File: config.mk
export PLATFORM = sky130hd
export DESIGN_NAME = heat_diffusion_step_1d_top
export DESIGN_NICKNAME = d
export VERILOG_FILES = /design/src/hw/rtl/hds_pkg.sv /design/src/hw/rtl/heat_diffusion_step_1d_top.sv /design/src/hw/rtl/hds_profile_mem.sv /design/src/hw/rtl/hds_stencil.sv
export SDC_FILE = /design/constraint.sdc
export NUM_CORES = 2
export LEC_CHECK = 0
export ABC_AREA = 1
export BUFFER_PORTS_ARGS = -buffer_cell sky130_fd_sc_hd__buf_2
export CELL_PAD_IN_SITES_DETAIL_PLACEMENT = 0
export CELL_PAD_IN_SITES_GLOBAL_PLACEMENT = 1
export CORE_AREA = 2 2 307 369
export CTS_BUF_LIST = sky130_fd_sc_hd__clkbuf_8
export DETAILED_ROUTE_END_ITERATION = 16
export DIE_AREA = 0 0 309 371
export GPL_TIMING_DRIVEN = 0
export PLACE_DENSITY = 0.92
export SYNTH_ARGS = -nofsm -noshare
export SYNTH_HDL_FRONTEND = slang
export SYNTH_HIERARCHICAL = 1
export SYNTH_SLANG_ARGS = --single-unit
File: constraint.sdc
create_clock -name clk -period 12.3 [get_ports clk]
set_clock_uncertainty 0.05 [all_clocks]
set_input_delay 1.845 -clock clk [delete_from_list [all_inputs] [get_ports clk]]
set_output_delay 1.845 -clock clk [all_outputs]
set_load 0.1 [all_outputs]
File: src/hw/rtl/hds_pkg.sv
// ----------------------------------------------------------------------------
// hds_pkg: shared types and constants of the 1D heat diffusion step
// Temperature format, register indexes, reset values and saturation helper.
// ----------------------------------------------------------------------------
package hds_pkg;

	localparam int NUM_POINTS_DEF = 32;

	localparam int TEMP_W    = 24;
	localparam int GAIN_W    = 16;
	localparam int IDX_W     = 5;
	localparam int CFG_IDX_W = 2;
	localparam int LAP_W     = TEMP_W + 2;
	localparam int PROD_W    = LAP_W + GAIN_W + 1;
	localparam int SUM_W     = TEMP_W + 4;

	typedef logic signed [TEMP_W-1:0] temp_t;
	typedef logic [GAIN_W-1:0]        gain_t;

	// register indexes of the configuration port
	localparam logic [CFG_IDX_W-1:0] CFG_INITIAL = 2'd0;
	localparam logic [CFG_IDX_W-1:0] CFG_LEFT    = 2'd1;
	localparam logic [CFG_IDX_W-1:0] CFG_RIGHT   = 2'd2;
	localparam logic [CFG_IDX_W-1:0] CFG_GAIN    = 2'd3;

	localparam temp_t RST_INITIAL = 24'sd12800;
	localparam temp_t RST_LEFT    = 24'sd25600;
	localparam temp_t RST_RIGHT   = 24'sd0;
	localparam gain_t RST_GAIN    = 16'd2621;

	localparam temp_t TEMP_MAX = 24'sh7FFFFF;
	localparam temp_t TEMP_MIN = 24'sh800000;

	// control of one slot entering the pipeline
	typedef struct packed {
		logic valid;
		logic restart;
	} issue_t;

	// clamp a widened sum to the temperature range
	function automatic temp_t sat_temp(input logic signed [SUM_W-1:0] v);
		logic signed [SUM_W-1:0] hi;
		logic signed [SUM_W-1:0] lo;
		hi = SUM_W'(TEMP_MAX);
		lo = SUM_W'(TEMP_MIN);
		if (v > hi) begin
			return TEMP_MAX;
		end else if (v < lo) begin
			return TEMP_MIN;
		end else begin
			return v[TEMP_W-1:0];
		end
	endfunction

endpackage

File: src/hw/rtl/heat_diffusion_step_1d_top.sv
// ----------------------------------------------------------------------------
// heat_diffusion_step_1d_top: explicit 1D heat equation step engine
// Holds a rod temperature profile in a memory, reloads it or advances it
// one forward-Euler step per item, and streams every point out.
// ----------------------------------------------------------------------------
//
//   channel   signals                              moves
//   --------  -----------------------------------  ---------------------------
//   in        in_valid/in_ready, restart           one item per transfer
//   out       out_valid/out_ready, point_index,    one point per transfer,
//             temperature, last                    NUM_POINTS per item
//   cfg       cfg_valid/cfg_ready, cfg_index,      one register per transfer
//             cfg_data
//
// Without output stalls the sequencer reads one profile entry per cycle over
// NUM_POINTS + 1 slots, then three pipeline stages drain into the output
// register. The single read port of the profile memory sets that pace.
// in_ready drops on a transfer and rises once the last point is written back.
// A stall on the output freezes the whole pipeline, memory read included.
// Reset loads the registers with their defaults; the memory is not cleared,
// a power-on flag serves the default profile until the first item is done.
//
module heat_diffusion_step_1d_top import hds_pkg::*; #(
	parameter int NUM_POINTS = NUM_POINTS_DEF
) (
	input  logic                 clk,
	input  logic                 arst_n,
	input  logic                 in_valid,
	output logic                 in_ready,
	input  logic                 restart,
	output logic                 out_valid,
	input  logic                 out_ready,
	output logic [IDX_W-1:0]     point_index,
	output temp_t                temperature,
	output logic                 last,
	input  logic                 cfg_valid,
	output logic                 cfg_ready,
	input  logic [CFG_IDX_W-1:0] cfg_index,
	input  logic [TEMP_W-1:0]    cfg_data
);

	localparam int AW = $clog2(NUM_POINTS);
	localparam int SW = $clog2(NUM_POINTS + 1);
	localparam logic [SW-1:0] S_END = SW'(NUM_POINTS);

	// configuration registers
	temp_t init_q;
	temp_t left_q;
	temp_t right_q;
	gain_t gain_q;

	// sequencer
	logic          busy_q;
	logic          issuing_q;
	logic          restart_q;
	logic          virgin_q;
	logic [SW-1:0] cnt_q;

	logic          adv;
	issue_t        issue;
	temp_t         rd_data;
	logic          wr_en;
	logic [AW-1:0] wr_addr;
	temp_t         wr_data;
	logic          done;

	assign cfg_ready = 1'b1;
	assign in_ready  = !busy_q;

	// hold every stage while a point waits on the output
	assign adv = !out_valid || out_ready;

	assign issue.valid   = issuing_q;
	assign issue.restart = restart_q;

	always_ff @(posedge clk or negedge arst_n) begin
		if (!arst_n) begin
			init_q  <= RST_INITIAL;
			left_q  <= RST_LEFT;
			right_q <= RST_RIGHT;
			gain_q  <= RST_GAIN;
		end else if (cfg_valid) begin
			unique case (cfg_index)
				CFG_INITIAL: init_q  <= cfg_data;
				CFG_LEFT:    left_q  <= cfg_data;
				CFG_RIGHT:   right_q <= cfg_data;
				CFG_GAIN:    gain_q  <= cfg_data[GAIN_W-1:0];
				default:     ;
			endcase
		end
	end

	// issue slots 0..NUM_POINTS; slot s < NUM_POINTS reads entry s, point s-1 leaves it
	always_ff @(posedge clk or negedge arst_n) begin
		if (!arst_n) begin
			busy_q    <= 1'b0;
			issuing_q <= 1'b0;
			restart_q <= 1'b0;
			virgin_q  <= 1'b1;
			cnt_q     <= '0;
		end else begin
			if (in_valid && in_ready) begin
				busy_q    <= 1'b1;
				issuing_q <= 1'b1;
				restart_q <= restart;
				cnt_q     <= '0;
			end else if (adv && issuing_q) begin
				if (cnt_q == S_END) begin
					issuing_q <= 1'b0;
				end else begin
					cnt_q <= cnt_q + SW'(1);
				end
			end
			// last write-back: every entry now holds a real value
			if (done) begin
				busy_q   <= 1'b0;
				virgin_q <= 1'b0;
			end
		end
	end

	hds_profile_mem #(
		.DEPTH(NUM_POINTS)
	) u_mem (
		.clk    (clk),
		.rd_en  (adv),
		.rd_addr(cnt_q[AW-1:0]),
		.rd_data(rd_data),
		.wr_en  (wr_en),
		.wr_addr(wr_addr),
		.wr_data(wr_data)
	);

	hds_stencil #(
		.NUM_POINTS(NUM_POINTS)
	) u_stencil (
		.clk        (clk),
		.arst_n     (arst_n),
		.adv        (adv),
		.issue      (issue),
		.slot       (cnt_q),
		.rd_data    (rd_data),
		.virgin     (virgin_q),
		.init_val   (init_q),
		.left_val   (left_q),
		.right_val  (right_q),
		.gain       (gain_q),
		.wr_en      (wr_en),
		.wr_addr    (wr_addr),
		.wr_data    (wr_data),
		.done       (done),
		.out_valid  (out_valid),
		.point_index(point_index),
		.temperature(temperature),
		.last       (last)
	);

	// slots are issued only inside a running item
	assert property (@(posedge clk) disable iff (!arst_n) issuing_q |-> busy_q)
		else $error("slot issued while idle");

	// once idle, only the final point may still wait on the output
	assert property (@(posedge clk) disable iff (!arst_n) (out_valid && !busy_q) |-> last)
		else $error("point pending after item completed");

	// an input transfer starts the sweep from entry zero
	assert property (@(posedge clk) disable iff (!arst_n)
		(in_valid && in_ready) |=> (issuing_q && cnt_q == '0))
		else $error("sweep did not start at entry zero");

	// write-back of the last point ends the item
	assert property (@(posedge clk) disable iff (!arst_n) done |=> !busy_q)
		else $error("item still busy after last write-back");

endmodule

File: src/hw/rtl/hds_profile_mem.sv
// ----------------------------------------------------------------------------
// hds_profile_mem: temperature profile storage
// One write port and one read port, read data registered.
// ----------------------------------------------------------------------------
module hds_profile_mem import hds_pkg::*; #(
	parameter int DEPTH = NUM_POINTS_DEF,
	localparam int AW = $clog2(DEPTH)
) (
	input  logic          clk,
	input  logic          rd_en,
	input  logic [AW-1:0] rd_addr,
	output temp_t         rd_data,
	input  logic          wr_en,
	input  logic [AW-1:0] wr_addr,
	input  temp_t         wr_data
);

	temp_t mem [DEPTH];
	temp_t rd_data_q;

	always_ff @(posedge clk) begin
		if (wr_en) begin
			mem[wr_addr] <= wr_data;
		end
		if (rd_en) begin
			rd_data_q <= mem[rd_addr];
		end
	end

	assign rd_data = rd_data_q;

endmodule

File: src/hw/rtl/hds_stencil.sv
// ----------------------------------------------------------------------------
// hds_stencil: three-point update pipeline and output register
// Slides a window over the old profile, computes the diffusion update,
// writes it back and presents one point per transfer.
// ----------------------------------------------------------------------------
module hds_stencil import hds_pkg::*; #(
	parameter int NUM_POINTS = NUM_POINTS_DEF,
	localparam int AW = $clog2(NUM_POINTS),
	localparam int SW = $clog2(NUM_POINTS + 1)
) (
	input  logic             clk,
	input  logic             arst_n,
	input  logic             adv,
	input  issue_t           issue,
	input  logic [SW-1:0]    slot,
	input  temp_t            rd_data,
	input  logic             virgin,
	input  temp_t            init_val,
	input  temp_t            left_val,
	input  temp_t            right_val,
	input  gain_t            gain,
	output logic             wr_en,
	output logic [AW-1:0]    wr_addr,
	output temp_t            wr_data,
	output logic             done,
	output logic             out_valid,
	output logic [IDX_W-1:0] point_index,
	output temp_t            temperature,
	output logic             last
);

	localparam logic [AW-1:0] P_LAST = AW'(NUM_POINTS - 1);
	localparam logic [SW-1:0] S_LAST = SW'(NUM_POINTS - 1);

	// stage 1: slot with its read data
	logic          valid_s1;
	logic          restart_s1;
	logic [SW-1:0] slot_s1;
	temp_t         n0_q;
	temp_t         n1_q;

	// stage 2: laplacian
	logic                    valid_s2;
	logic                    hold_s2;
	logic [AW-1:0]           p_s2;
	temp_t                   c_s2;
	logic signed [LAP_W-1:0] lap_s2;

	// stage 3: product
	logic                     valid_s3;
	logic                     hold_s3;
	logic [AW-1:0]            p_s3;
	temp_t                    c_s3;
	logic signed [PROD_W-1:0] prod_s3;

	// output register
	logic             out_valid_q;
	logic [IDX_W-1:0] point_index_q;
	temp_t            temperature_q;
	logic             last_q;

	temp_t                    old_val;
	temp_t                    rst_val;
	temp_t                    load_val;
	logic [AW-1:0]            p_cur;
	logic signed [LAP_W-1:0]  lap;
	logic signed [PROD_W-1:0] prod;
	logic signed [SUM_W-1:0]  sum;
	temp_t                    res;

	// an entry never written yet holds the power-on profile
	always_comb begin
		if (slot_s1 == '0) begin
			rst_val = RST_LEFT;
		end else if (slot_s1 == S_LAST) begin
			rst_val = RST_RIGHT;
		end else begin
			rst_val = RST_INITIAL;
		end
		old_val = virgin ? rst_val : rd_data;

		p_cur = AW'(slot_s1 - SW'(1));
		if (p_cur == '0) begin
			load_val = left_val;
		end else if (p_cur == P_LAST) begin
			load_val = right_val;
		end else begin
			load_val = init_val;
		end

		lap = LAP_W'(old_val) + LAP_W'(n0_q) - (LAP_W'(n1_q) <<< 1);
	end

	assign prod = PROD_W'(lap_s2) * PROD_W'($signed({1'b0, gain}));

	always_comb begin
		sum = SUM_W'(c_s3) + SUM_W'($signed(prod_s3[PROD_W-1:GAIN_W]));
		res = hold_s3 ? c_s3 : sat_temp(sum);
	end

	always_ff @(posedge clk or negedge arst_n) begin
		if (!arst_n) begin
			valid_s1    <= 1'b0;
			valid_s2    <= 1'b0;
			valid_s3    <= 1'b0;
			out_valid_q <= 1'b0;
		end else if (adv) begin
			valid_s1    <= issue.valid;
			valid_s2    <= valid_s1 && (slot_s1 != '0);
			valid_s3    <= valid_s2;
			out_valid_q <= valid_s3;
		end
	end

	always_ff @(posedge clk) begin
		if (adv) begin
			restart_s1 <= issue.restart;
			slot_s1    <= slot;
			if (valid_s1) begin
				n0_q <= n1_q;
				n1_q <= old_val;
			end

			hold_s2 <= restart_s1 || (p_cur == '0) || (p_cur == P_LAST);
			p_s2    <= p_cur;
			c_s2    <= restart_s1 ? load_val : n1_q;
			lap_s2  <= lap;

			hold_s3 <= hold_s2;
			p_s3    <= p_s2;
			c_s3    <= c_s2;
			prod_s3 <= prod;

			point_index_q <= IDX_W'(p_s3);
			temperature_q <= res;
			last_q        <= (p_s3 == P_LAST);
		end
	end

	assign wr_en   = adv && valid_s3;
	assign wr_addr = p_s3;
	assign wr_data = res;
	assign done    = wr_en && (p_s3 == P_LAST);

	assign out_valid   = out_valid_q;
	assign point_index = point_index_q;
	assign temperature = temperature_q;
	assign last        = last_q;

endmodule
### Word level (Yosys, flattened, before mapping)

Memories as Yosys holds them, arrays and structs flattened. A register that Yosys moved wholly into a read port is not among the register bits.
Cells that the tools add are included.

* memories: 1
* word-level logic and storage cells: 88
* bits of input ports: 32
* RAM bits: 768
* output and inout bits: 33
* register bits after elaboration: 316

* $mul: 1
* equal/unequal tests: 8
* multiplexer cells: 19
* magnitude comparators: 2
* add/subtract/negate cells: 5
* reductions and logical operators: 24

Memory list
* u_mem.mem: words 32, width 24, rd ports 1, clocked after memory_dff 1, wr ports 1, RTL line hds_profile_mem.sv:18 `temp_t mem [DEPTH];`

Operators with widths (number)
* 24-bit two-way mux: 7
* 26-bit by 17-bit multiplier with 43-bit output: 1
* 24-bit by 27-bit adder with 28-bit output: 1
* 28-bit by 24-bit > comparator with 1-bit output, second input constant: 1
* 28-bit by 24-bit less-than comparator with 1-bit output, second input constant: 1
* 25-bit by 25-bit subtractor with 26-bit output: 1
* 24-bit by 24-bit adder with 25-bit output: 1
* 6-bit two-way mux: 3
* 15-bit two-way mux: 1
* 14-bit two-way mux: 1
* 2-bit AND reduction: 7
* 5-bit == test, second input constant: 2
* 1-bit two-way mux: 7
* 6-bit by 1-bit adder with 6-bit output, second input constant: 1
* 6-bit by 5-bit == test with 1-bit output, second input constant: 1
* 6-bit == test, second input constant: 1
* 6-bit zero test: 1
* 2-bit nonzero test: 3
* 6-bit nonzero test: 1
* 1-bit logical AND: 5
* 5-bit zero test: 1
* 5-bit by 1-bit subtractor with 5-bit output, second input constant: 1
* 2-bit == test, second input constant: 2
* 1-bit logical OR: 3
* 4 further kinds: 5

### Depth between registers and ports, before layout

* depth in word-level cells: 6
* mapped depth: 28
* depth with buffers taken out: 26

### By module

Netlist, hierarchy kept.

Modules (own cells, without submodules)
* hds_profile_mem: seq. area each 23782.8 um^2, area an instance 32000.7 um^2, instances 1, cells each 2665
* hds_stencil: seq. area each 6045.8 um^2, area an instance 26997.1 um^2, instances 1, cells each 3210
* heat_diffusion_step_1d_top: seq. area each 2469.9 um^2, area an instance 3827.4 um^2, instances 1, cells each 389

### Worst setup path before layout

Ideal clock, no wire load.

* path kind: input to register
* from: in out_ready
* to: mem u_mem/mem[31][0] in the netlist's numbering, enable pin
* required time: 11.845 ns
* path buffers: 0
* library setup time: 0.405 ns
* stages: 6
* setup slack: 4.580 ns
* data arrival time: 7.265 ns
* path through: nor2_1 > inv_1 > nand2_1 > inv_1 > nand3_1 > nor2_1

* word-level cells in the longest chain between the ends: 4

RTL lines
* start, declared: RTL line heat_diffusion_step_1d_top.sv:32 `input logic out_ready,`
* 1-bit logical OR: RTL line heat_diffusion_step_1d_top.sv:71 `assign adv = !out_valid || out_ready;`
* via adv: RTL line heat_diffusion_step_1d_top.sv:59 `logic adv;`
* 1-bit logical AND: RTL line hds_stencil.sv:140 `assign wr_en = adv && valid_s3;`
* via wr_en: RTL line heat_diffusion_step_1d_top.sv:62 `logic wr_en;`
* 1-bit two-way mux: RTL line hds_profile_mem.sv:22 `if (wr_en) begin`
* 1-bit two-way mux (implied by the code): RTL line hds_profile_mem.sv:23 `mem[wr_addr] <= wr_data;`
* end, declared: RTL line hds_profile_mem.sv:18

The timed path passes the listed nets, and every way through them passes these cells.

### Final worst setup path

* from: reg gain_q[11]
* to: reg u_stencil.prod_s3[34] (data pin)

* word-level cells in the longest chain between the ends: 1

RTL lines
* start, declared: RTL line heat_diffusion_step_1d_top.sv:50 `gain_t gain_q;`
* start signal, assigned: RTL line heat_diffusion_step_1d_top.sv:87 `CFG_GAIN: gain_q <= cfg_data[GAIN_W-1:0];`
* 26-bit by 17-bit multiplier with 43-bit output: RTL line hds_stencil.sv:94 `assign prod = PROD_W'(lap_s2) * PROD_W'($signed({1'b0, gain}));`
* via u_stencil.prod[34]: RTL line hds_stencil.sv:67 `logic signed [PROD_W-1:0] prod;`
* end signal, assigned: RTL line hds_stencil.sv:132 `prod_s3 <= prod;`
* end, declared: RTL line hds_stencil.sv:54 `logic signed [PROD_W-1:0] prod_s3;`

The timed path passes the listed nets, and every way through them passes these cells.
A chain may end at the register's enable or synchronous reset.

==> flow_metrics.env <==
export IMPL_crit_start="gain_q[11]"
export IMPL_crit_top_cell="fa_1"
export IMPL_ios=65
export IMPL_post_cts_setup_buffers=0
export IMPL_r2r_start="gain_q[11]"
export IMPL_yosys_top_cells_area="edfxtp_1, fa_1, nand2_1"
export IMPL_antenna_found_initial=5
export IMPL_crit_required_ps=12910
export IMPL_dp_hpwl_um=137000
export IMPL_dr_first_iter_drc_count=4005
export IMPL_grt_overflow=0
export IMPL_layout_nets=7117
export IMPL_clkSinkCount=1092
export IMPL_worstSetupEndpointType="flip-flop"
export IMPL_rows=134
export IMPL_die_height_um=371
export IMPL_cts_buffer_depth=3
export IMPL_avgViaCountPerCell=5.53
export IMPL_async_reset_ff_share_pct=9.34
export IMPL_fin_crit_sh_pct=65.0
export IMPL_final_common_cell="nand2_1"
export IMPL_finalCriticalPeriod_ps=8000
export IMPL_rsz0062_at_grt="no"
export IMPL_vias=44900
export IMPL_h_tree_depth=4
export IMPL_maxCapViolations=0
export IMPL_instances_no_fill=8120
export IMPL_post_drt_wl_per_cell_um=22.8
export IMPL_crit_arrival_ps=8610
export IMPL_finalSetupViolCount=0
export IMPL_cts_buffers=152
export IMPL_fin_tns_setup_ps=0
export IMPL_io_buffers=63
export IMPL_ys_warn_count=6
export IMPL_drive_above_1_share_pct=8.17
export IMPL_synth_edf_count=990
export IMPL_hold_path_class="reg -> reg"
export IMPL_worst_slew_pin_slew_ps=1450
export IMPL_cts_root_buf="clkbuf_8"
export IMPL_grt_pass1_wl_um=272000
export IMPL_crit_fanout=10
export IMPL_synth_top_area_share_pct=47.3
export IMPL_drc_errors=0
export IMPL_finalHoldViolations=0
export IMPL_path_cells="clkbuf_1, clkbuf_1, nand2_1, fa_1, inv_1, fa_1, fa_1, fa_1, fa_1, inv_1, fa_1, inv_1, ha_1, nand2_1, nor2_1, inv_1, nor2_1, inv_1, nor4_1, a21oi_1, o21ai_0, xor2_1"
export IMPL_syn_area_mm2=0.0628
export IMPL_cts_tree="done"
export IMPL_initial_utilization_pct=56.6
export IMPL_place_ws_ps=4650
export IMPL_grt_max_degree=115
export IMPL_die_area_mm2=0.115
export IMPL_track_usage_pct=32.8
export IMPL_globalplace_congestion=0.970
export IMPL_max_stage_delay_ps=760
export IMPL_wl_um=185000
export IMPL_grt_pass1_vias=45000
export IMPL_hold_buffers=0
export IMPL_worstSkewPairLatency_ps=870
export IMPL_syn_area_per_cell_um2=10.0
export IMPL_synth_area_leader_cell="edfxtp_1"
export IMPL_fmax_mhz=125
export IMPL_antenna_left=0
export IMPL_ys_seq_area_share_pct=51.4
export IMPL_syn_inst=6264
export IMPL_coreArea_mm2=0.111
export IMPL_layout_common_cells="nand2_1, edfxtp_1, inv_1, nand3_1, fa_1"
export IMPL_drv_slew=0
export IMPL_synthFlopType="edfxtp_1"
export IMPL_dr_pass1_iters=6
export IMPL_synthToLayoutAreaGrowth_pct=9.01
export IMPL_hp_start="u_stencil/c_s2[3]"
export IMPL_setup_ws_ps=4300
export IMPL_path_class="reg -> reg"
export IMPL_place_inst=7838
export IMPL_yosysUniqueCellTypes=54
export IMPL_synth_ff_latch_count=1092
export IMPL_die_w_um=309
export IMPL_crit_slowest_cell="fa_1"
export IMPL_synth_net_count=6885
export IMPL_clkTransAtPathRegs_ps=60
export IMPL_cp_start_kind="flip-flop"
export IMPL_status="complete, no violations"
export IMPL_ctsResizeCount=0
export IMPL_relSlewSlack_pct=2.93
==> final timing paths <==
| check | end | slack, ps | cells past startpoint |
|---|---|---|---|
| min in group asynchronous | gain_q[12] | 950 | 1 |
| setup reg to reg | u_stencil/prod_s3[34] | 4300 | 22 |
| setup / recovery | u_stencil/prod_s3[34] | 4300 | 22 |
| hold reg to reg | u_stencil/c_s3[3] | 370 | 0 |
| max in group asynchronous | left_q[13] | 10480 | 2 |
| hold / removal | u_stencil/c_s3[3] | 370 | 0 |
==> kinds of logic (layout without fill, tap and decap cells) <==
family / count (synthesis) / in the layout / share of synthesized area [%]
other cells: 1 / 3 / 0.00597
xor+xnor: 81 / 81 / 1.15
mux: 25 / 25 / 0.400
flops: 1092 / 1092 / 51.4
buf+inv: 1212 / 1570 / 8.16
simple gates: 2948 / 2948 / 19.2
fa+ha+maj: 589 / 589 / 16.8
compound gates: 316 / 316 / 2.86
==> per-stage QoR <==
step / util [%] / cell area [µm²] / hold slack, ps
global route: 61.7 / 68500 / 376
detailed placement: 59.1 / 65600 / 355
finish: 61.7 / 68500 / 371
CTS: 61.7 / 68500 / 369
global placement: 58.6 / 65000 / 351
floorplan: - / 62800 / 350
==> layer usage <==
layer | wire length (µm) | GRT usage (%) | vias up
met5 | 11 | 0 | -
met4 | 15400 | 23.9 | 2
met3 | 12400 | 4.75 | 570
met2 | 92900 | 56.5 | 2004
met1 | 64500 | 37.3 | 21800
li1 | - | - | 20500
==> flip-flops by register name, indices dropped and copies added (netlist names), 5 cells and up <==
name,count
u_mem/mem,768
u_stencil/prod_s3,27
u_stencil/lap_s2,26
init_q,24
left_q,24
right_q,24
u_mem/rd_data,24
u_stencil/c_s2,24
u_stencil/c_s3,24
u_stencil/n0_q,24
u_stencil/n1_q,24
u_stencil/temperature,24
gain_q,16
cnt_q,6
u_stencil/slot_s1,6
u_stencil/p_s2,5
u_stencil/point_index,5
u_stencil/wr_addr,5
==> synthesized netlist by cell type (13+ instances only) <==
| cell | number |
|---|---|
| buf_6 | 51 |
| nor2_1 | 168 |
| xor2_1 | 51 |
| a21oi_1 | 98 |
| dfrtp_1 | 88 |
| xnor2_1 | 28 |
| nand3_1 | 644 |
| nand2_1 | 2080 |
| mux2i_1 | 24 |
| dfstp_2 | 14 |
| nor3_1 | 14 |
| clkbuf_1 | 130 |
| a21o_1 | 13 |
| inv_1 | 902 |
| nand4_1 | 13 |
| edfxtp_1 | 990 |
| o21ai_1 | 22 |
| o21ai_0 | 113 |
| fa_1 | 428 |
| o211ai_1 | 27 |
| buf_2 | 104 |
| ha_1 | 161 |
==> cell type report <==
cell class | count | area, µm²
Antenna cell | 2 | 5.00
Buffer | 303 | 1710
Clock buffer | 159 | 2190
Clock inverter | 121 | 656
Fill cell | 9308 | 42500
Inverter | 909 | 3420
Multi-Input combinational cell | 3960 | 25700
Sequential cell | 1092 | 32300
Tap cell | 1496 | 1870
Timing Repair Buffer | 78 | 678
==> worst max-delay path, delay by kind of cell (launching register included) <==
kind	cells	cell delay, ps
buf+inv	7	1830
flops	1	530
xor+xnor	1	280
simple gates	5	860
fa+ha+maj	7	3760
compound gates	2	460
Power is left out: the tool's default activity adds up to more than one toggle a clock period on the data nets, which glitch-free logic cannot reach.
